<file path="src/csc_pkg.sv">
package csc_pkg;

  localparam int unsigned WEIGHT_BITS = 32;
  localparam int unsigned SUM_BITS    = 48;
  localparam int unsigned TOT_BITS    = SUM_BITS + 1;
  localparam int unsigned SQ_BITS     = 2 * SUM_BITS;
  localparam int unsigned PROD_BITS   = SQ_BITS + TOT_BITS;
  localparam int unsigned DIGIT       = 8;
  localparam int unsigned DIG_N       = (TOT_BITS + DIGIT - 1) / DIGIT;
  localparam int unsigned DIG_CNT_W   = $clog2(DIG_N + 1);

  // figure = floor(sqrt(s*s*2^FIG_SHIFT / t)), quotient limited to QBITS
  localparam int unsigned FIG_SHIFT   = 24;
  localparam int unsigned QBITS       = 64;
  localparam int unsigned SAT_SHIFT   = QBITS - FIG_SHIFT;
  localparam int unsigned ROOT_BITS   = QBITS / 2;
  localparam int unsigned RT_BITS     = ROOT_BITS + 4;
  localparam int unsigned FIG_CNT_W   = $clog2(QBITS + 1);

  localparam logic signed [31:0] NONE_EDGE = -32'sd65536;

  typedef struct packed {
    logic [31:0]        signal_weight;
    logic [31:0]        background_weight;
    logic signed [31:0] bin_low_edge;
    logic               last_bin;
  } in_item_t;

  typedef struct packed {
    logic signed [31:0] best_edge;
    logic [31:0]        best_figure;
    logic               cut_found;
  } out_item_t;

  typedef struct packed {
    logic                start;
    logic [SQ_BITS-1:0]  a;
    logic [TOT_BITS-1:0] b;
  } mul_cmd_t;

  typedef enum logic [2:0] {
    BK_IDLE, BK_EVAL, BK_SQ, BK_PROD, BK_LAST, BK_FSQ, BK_FIG, BK_EMIT
  } back_state_e;

  typedef enum logic [1:0] {
    FG_IDLE, FG_DIV, FG_ROOT, FG_DONE
  } fig_state_e;

endpackage

</file>
<file path="src/csc_front.sv">
module csc_front import csc_pkg::*; (
  input  logic     clk_i,
  input  logic     rst_ni,
  input  logic     in_valid_i,
  output logic     in_ready_o,
  input  in_item_t in_item_i,
  output logic     q_valid_o,
  input  logic     q_pop_i,
  output in_item_t q_item_o
);

  in_item_t   mem_q [2];
  logic       wr_q, rd_q;
  logic [1:0] cnt_q;
  logic       push;
  in_item_t   clean;

  // weights carry only their low WEIGHT_BITS bits
  always_comb begin
    clean = in_item_i;
    clean.signal_weight = 32'(in_item_i.signal_weight[WEIGHT_BITS-1:0]);
    clean.background_weight = 32'(in_item_i.background_weight[WEIGHT_BITS-1:0]);
  end

  assign in_ready_o = (cnt_q != 2'd2);
  assign push       = in_valid_i && in_ready_o;
  assign q_valid_o  = (cnt_q != 2'd0);
  assign q_item_o   = mem_q[rd_q];

  always_ff @(posedge clk_i) begin
    if (push) begin
      mem_q[wr_q] <= clean;
    end
  end

  always_ff @(posedge clk_i or negedge rst_ni) begin
    if (!rst_ni) begin
      wr_q  <= 1'b0;
      rd_q  <= 1'b0;
      cnt_q <= 2'd0;
    end else begin
      if (push) wr_q <= ~wr_q;
      if (q_pop_i) rd_q <= ~rd_q;
      cnt_q <= cnt_q + 2'(push) - 2'(q_pop_i);
    end
  end

endmodule

</file>
<file path="config.mk">
export PLATFORM = sky130hd
export DESIGN_NAME = csc_front
export DESIGN_NICKNAME = d
export VERILOG_FILES = /design/src/csc_pkg.sv /design/src/csc_front.sv
export SDC_FILE = /design/constraint.sdc
export NUM_CORES = 1
export LEC_CHECK = 0
export ABC_AREA = 1
export BUFFER_PORTS_ARGS = -buffer_cell sky130_fd_sc_hd__buf_4
export CAP_MARGIN = 0
export CORE_UTILIZATION = 54
export CTS_BUF_LIST = sky130_fd_sc_hd__clkbuf_4 sky130_fd_sc_hd__clkbuf_8
export DETAILED_ROUTE_END_ITERATION = 6
export PLACE_DENSITY = 0.82
export SLEW_MARGIN = 30
export SYNTH_ARGS = -nofsm -noshare
export SYNTH_HDL_FRONTEND = slang
export SYNTH_SLANG_ARGS = --single-unit
</file>
<file path="constraint.sdc">
create_clock -name clk_i -period 6.6 [get_ports clk_i]
set_clock_uncertainty 0.2 [all_clocks]
set_input_delay 0.33 -clock clk_i [delete_from_list [all_inputs] [get_ports clk_i]]
set_output_delay 0.33 -clock clk_i [all_outputs]
set_load 0.02 [all_outputs]
</file>
After elaboration in Yosys (flattened, before gate mapping)
Memories as Yosys holds them, arrays and structs flattened.
Cells that the tools add are included.
- bits in latches: 0
- input bits: 101
- register bits after elaboration: 4
- ROM bits: 0
- word-level logic and storage cells: 13
- bits in writable memories: 194
- output and inout bits: 99
- memories kept: 1
- memories (name ; depth ; width ; read ports ; clocked after memory_dff ; wr ports ; RTL line ; RTL):
    mem_q ; 2 ; 97 ; 1 ; 0 ; 1 ; csc_front.sv:12 ; in_item_t mem_q [2];
- multiply operators: 0
- magnitude comparators: 0
- bitwise gates (word level): 2
- reduce and logical (&&, ||, !) cells: 2
- shifts and indexed selects: 0
- equality and inequality tests: 1
- divide/modulo/power cells: 0
- multiplexer cells: 2
- add/sub/neg operators: 2
- operators with widths (kind ; number):
    $add 2x1->2 ; 1
    $mux 1 ; 2
    $ne 2x2->1 const B ; 1
    $not 1->1 ; 2
    $reduce_bool 2->1 ; 1
    $sub 2x1->2 ; 1
    $logic_and 1x1->1 ; 1

Longest topological paths before layout
- depth in word-level cells: 4
- depth in mapped cells: 12
- mapped depth without buffers: 12

Least setup slack after synthesis
No wires, ideal clock.
- kind: register -> register
- start point: register cnt_q[1]
- end point: memory mem_q[1][0] (netlist name) (enable)
- arrival time: 4.822 ns
- period minus slack after synthesis: 5.577 ns
- cell stages (with the launch flop): 4
- path slack: 1.023 ns
- required time: 5.845 ns
- setup time: 0.555 ns
- path buffers: 0
- path through: dfrtp_1 > nand2_1 > nand2_1 > nor2_1
- longest elaborated chain between the ends: 4
- ends and longest elaborated chain (what ; RTL line ; RTL):
    start, declared ; csc_front.sv:14 ; logic [1:0] cnt_q;
    start signal, assigned ; csc_front.sv:44 ; cnt_q <= cnt_q + 2'(push) - 2'(q_pop_i);
    $ne 2x2->1 ; csc_front.sv:25 ; assign in_ready_o = (cnt_q != 2'd2);
    via in_ready_o ; csc_front.sv:5 ; output logic in_ready_o,
    $logic_and 1x1->1 ; csc_front.sv:26 ; assign push = in_valid_i && in_ready_o;
    $mux 1 ; csc_front.sv:31 ; if (push) begin
    $mux 1 (implied by the code) ; csc_front.sv:32 ; mem_q[wr_q] <= clean;
    end, declared ; csc_front.sv:12 ;
The timed path passes the listed nets, and every way through them passes these cells.

==> impl_results.md <==
* Status: finished, final reports clean
* Maximum clock frequency at 307 MHz
* Port bufs at 199
* ANT nets after route at 0
* CTS tree: yes
* Die Ht at 118 um
* Leak at 3.99 nW
* Worst path required time at 6.07 ns
* Clock Sinks at 198
* CTS max path bufs at 2
* Worst-Skew Late Latency at 0.45 ns
* Fin crit share at 0.494
* Maxcap violations at 0
* Post-Syn Area at 7280 um2
* Critical path class: reg -> out
* Total of warnings raised by yosys at 0
* Initial antenna violation count at 1
* Vias in the first global route at 4,457
* First-iteration detailed-routing DRC count at 206
* Sequential share of the synthesized area at 0.814
* Io pins at 200
* Clk slew on worst S/H paths at 0.09 ns
* Post-DP HPWL at 8.44 mm
* Starting Density at 0.552
* Layout Nets at 744
* Grt ovf at 0
* Post-CTS Resized at 0
* #FFs+latches synth at 198
* First-pass GRT wire length at 22.3 mm
* Final setup fails at 0
* Unique masters post-synth at 14
* CTS H-Tree Depth at 4
* Setup_tns at 0 ns
* GRT Total Usage at 0.215
* Routed WL at 14.6 mm
* Total CTS buffers at 17
* Die area at 13,900 um2
* Slew Viols, Final at 0
* Hold Worst Slack at 0.332 ns
* Num rows at 42
* Final hold vios at 0
* Worst Tran Pin Value at 0.803 ns
* P per Cell Area at 403 nW/um2
* Slowest cell on crit path: dfrtp_4
* Share of cells above drive strength 1 at 0.508
* Min Tclk post-route at 3.26 ns
* Clock Root Buffer: clkbuf_8
* First-pass DRT Iterations at 4
* Detailed-route wire length per cell at 17.6 um
* Placed inst area at 8970 um2
* Crit-path max cell delay at 0.84 ns
* Die width at 118 um
* Largest net degree at the start of global routing at 54
* CP most frequent cell: buf_4
* Max FO, Critical Path at 53
* Worst EP arrival at 2.73 ns
* Final core utilization at 0.787
* Worst path cell trace: buf_4 -> mux2_2 -> buf_4
* Design Area, Final at 10,400 um2
* Area Overhead vs Synth at 42.6%
* Drt drc at 0
* Final Wtd Congestion at 0.714
* RSZ-0062 raised after global routing: no
* Commonest non-fill, non-tap cells in the layout: buf_4 (204), edfxtp_1 (194), dlygate4sd3_1 (101)
* VDD IR-drop max at 0.000224 V
* Core box area at 13,200 um2
* Via count at 4,115
* Worst Hold Class: reg -> reg
* Post-Synthesis Cells at 329
* Synth Area per Inst at 22.1 um2
* Via density at 4.95
* Relative slew slack at 0.464
* Most common cell after layout, fill and taps aside: buf_4
* Net count after synthesis at 431
* CP startpoint kind: flop
* CP Capture Type: output pin
==> state kept, by name (all words and copies together) (netlist names) <==
name / count
cnt_q: 2
mem_q: 194
rd_q: 1
wr_q: 1
==> cell families (layout without fill, tap and decap cells) <==
kind of cell    Yosys count  after routing  synth area share
simple gates             15             15           0.00842
compound gates            1              1          0.000687
flops                   198            198             0.814
other cells               0              1                 0
mux                      97             97             0.160
buf+inv                  16            342            0.0136
xor+xnor                  1              1           0.00120
fa+ha+maj                 1              1           0.00172
==> synthesized netlist by cell type, drive strengths merged <==
| library cell | n | area (um2) |
|---|---|---|
| edfxtp | 194 | 5830 |
| nand3b | 1 | 7.51 |
| xor2 | 1 | 8.76 |
| dfrtp | 4 | 100 |
| nand2 | 10 | 37.5 |
| a21oi | 1 | 5.00 |
| nand3 | 1 | 5.00 |
| nor2 | 3 | 11.3 |
| inv | 5 | 18.8 |
| buf | 11 | 80.1 |
| mux2 | 97 | 1170 |
| ha | 1 | 12.5 |
==> through the flow <==
step / power (mW) / worst slack, ns / std cells
6_report: 4.19 / 3.34 / 832
5_1_grt: 4.35 / 3.22 / 832
2_1_floorplan: 2.84 / 1.02 / 329
3_5_place_dp: 3.39 / 3.88 / 698
3_3_place_gp: 3.36 / 3.88 / 698
4_1_cts: 4.20 / 3.35 / 831
==> path summary, 6_finish.rpt <==
check	cells after the start	slack [ns]	end	from
setup / recovery	3	3.34	q_item_o[33]	rd_q$_DFFE_PN0P_
hold / removal	1	0.33	cnt_q[0]$_DFF_PN0_	cnt_q[0]$_DFF_PN0_
setup reg to reg	5	4.54	mem_q[1][79]$_DFFE_PP_	cnt_q[0]$_DFF_PN0_
hold reg to reg	1	0.33	cnt_q[0]$_DFF_PN0_	cnt_q[0]$_DFF_PN0_
max in group asynchronous	3	5.43	rd_q$_DFFE_PN0P_	rst_ni
min in group asynchronous	3	0.58	rd_q$_DFFE_PN0P_	rst_ni
==> repair_timing <==
item | in CTS | in global routing
hold endpoints to repair | 201 | 0
hold buffers | 101 | 0
setup buffers | 0 | 0
==> cell type report <==
cell class / instances / area (um2)
fill: 675 / 2810
antenna: 1 / 2.50
multi-input combinational: 115 / 1270
clock inverter: 14 / 158
timing repair buffer: 305 / 2540
tap: 176 / 220
inverter: 5 / 18.8
sequential: 198 / 5930
clock buffer: 18 / 241
==> where the power goes <==
group | switching (mW) | internal [mW] | total (mW)
Clock | 0.394 | 0.375 | 0.770
Sequential | 0.121 | 1.71 | 1.84
Combinational | 0.838 | 0.744 | 1.58
Total | 1.35 | 2.83 | 4.19
==> worst max-delay path: cells and delay by family (launching register included) <==
kind     cells  cell delay (ns)
flops        1             0.84
buf+inv      2             0.91
mux          1             0.44
==> per-layer routing <==
layer  vias up  GRT usage  routed length [um]
li1       1913          -                   -
met1      2000      0.253                5820
met2       176      0.364                7480
met3        26     0.0615                 966
met4         0      0.101                 341
met5         -          0                   0
Note: power is estimated with default switching activity, not from simulation.
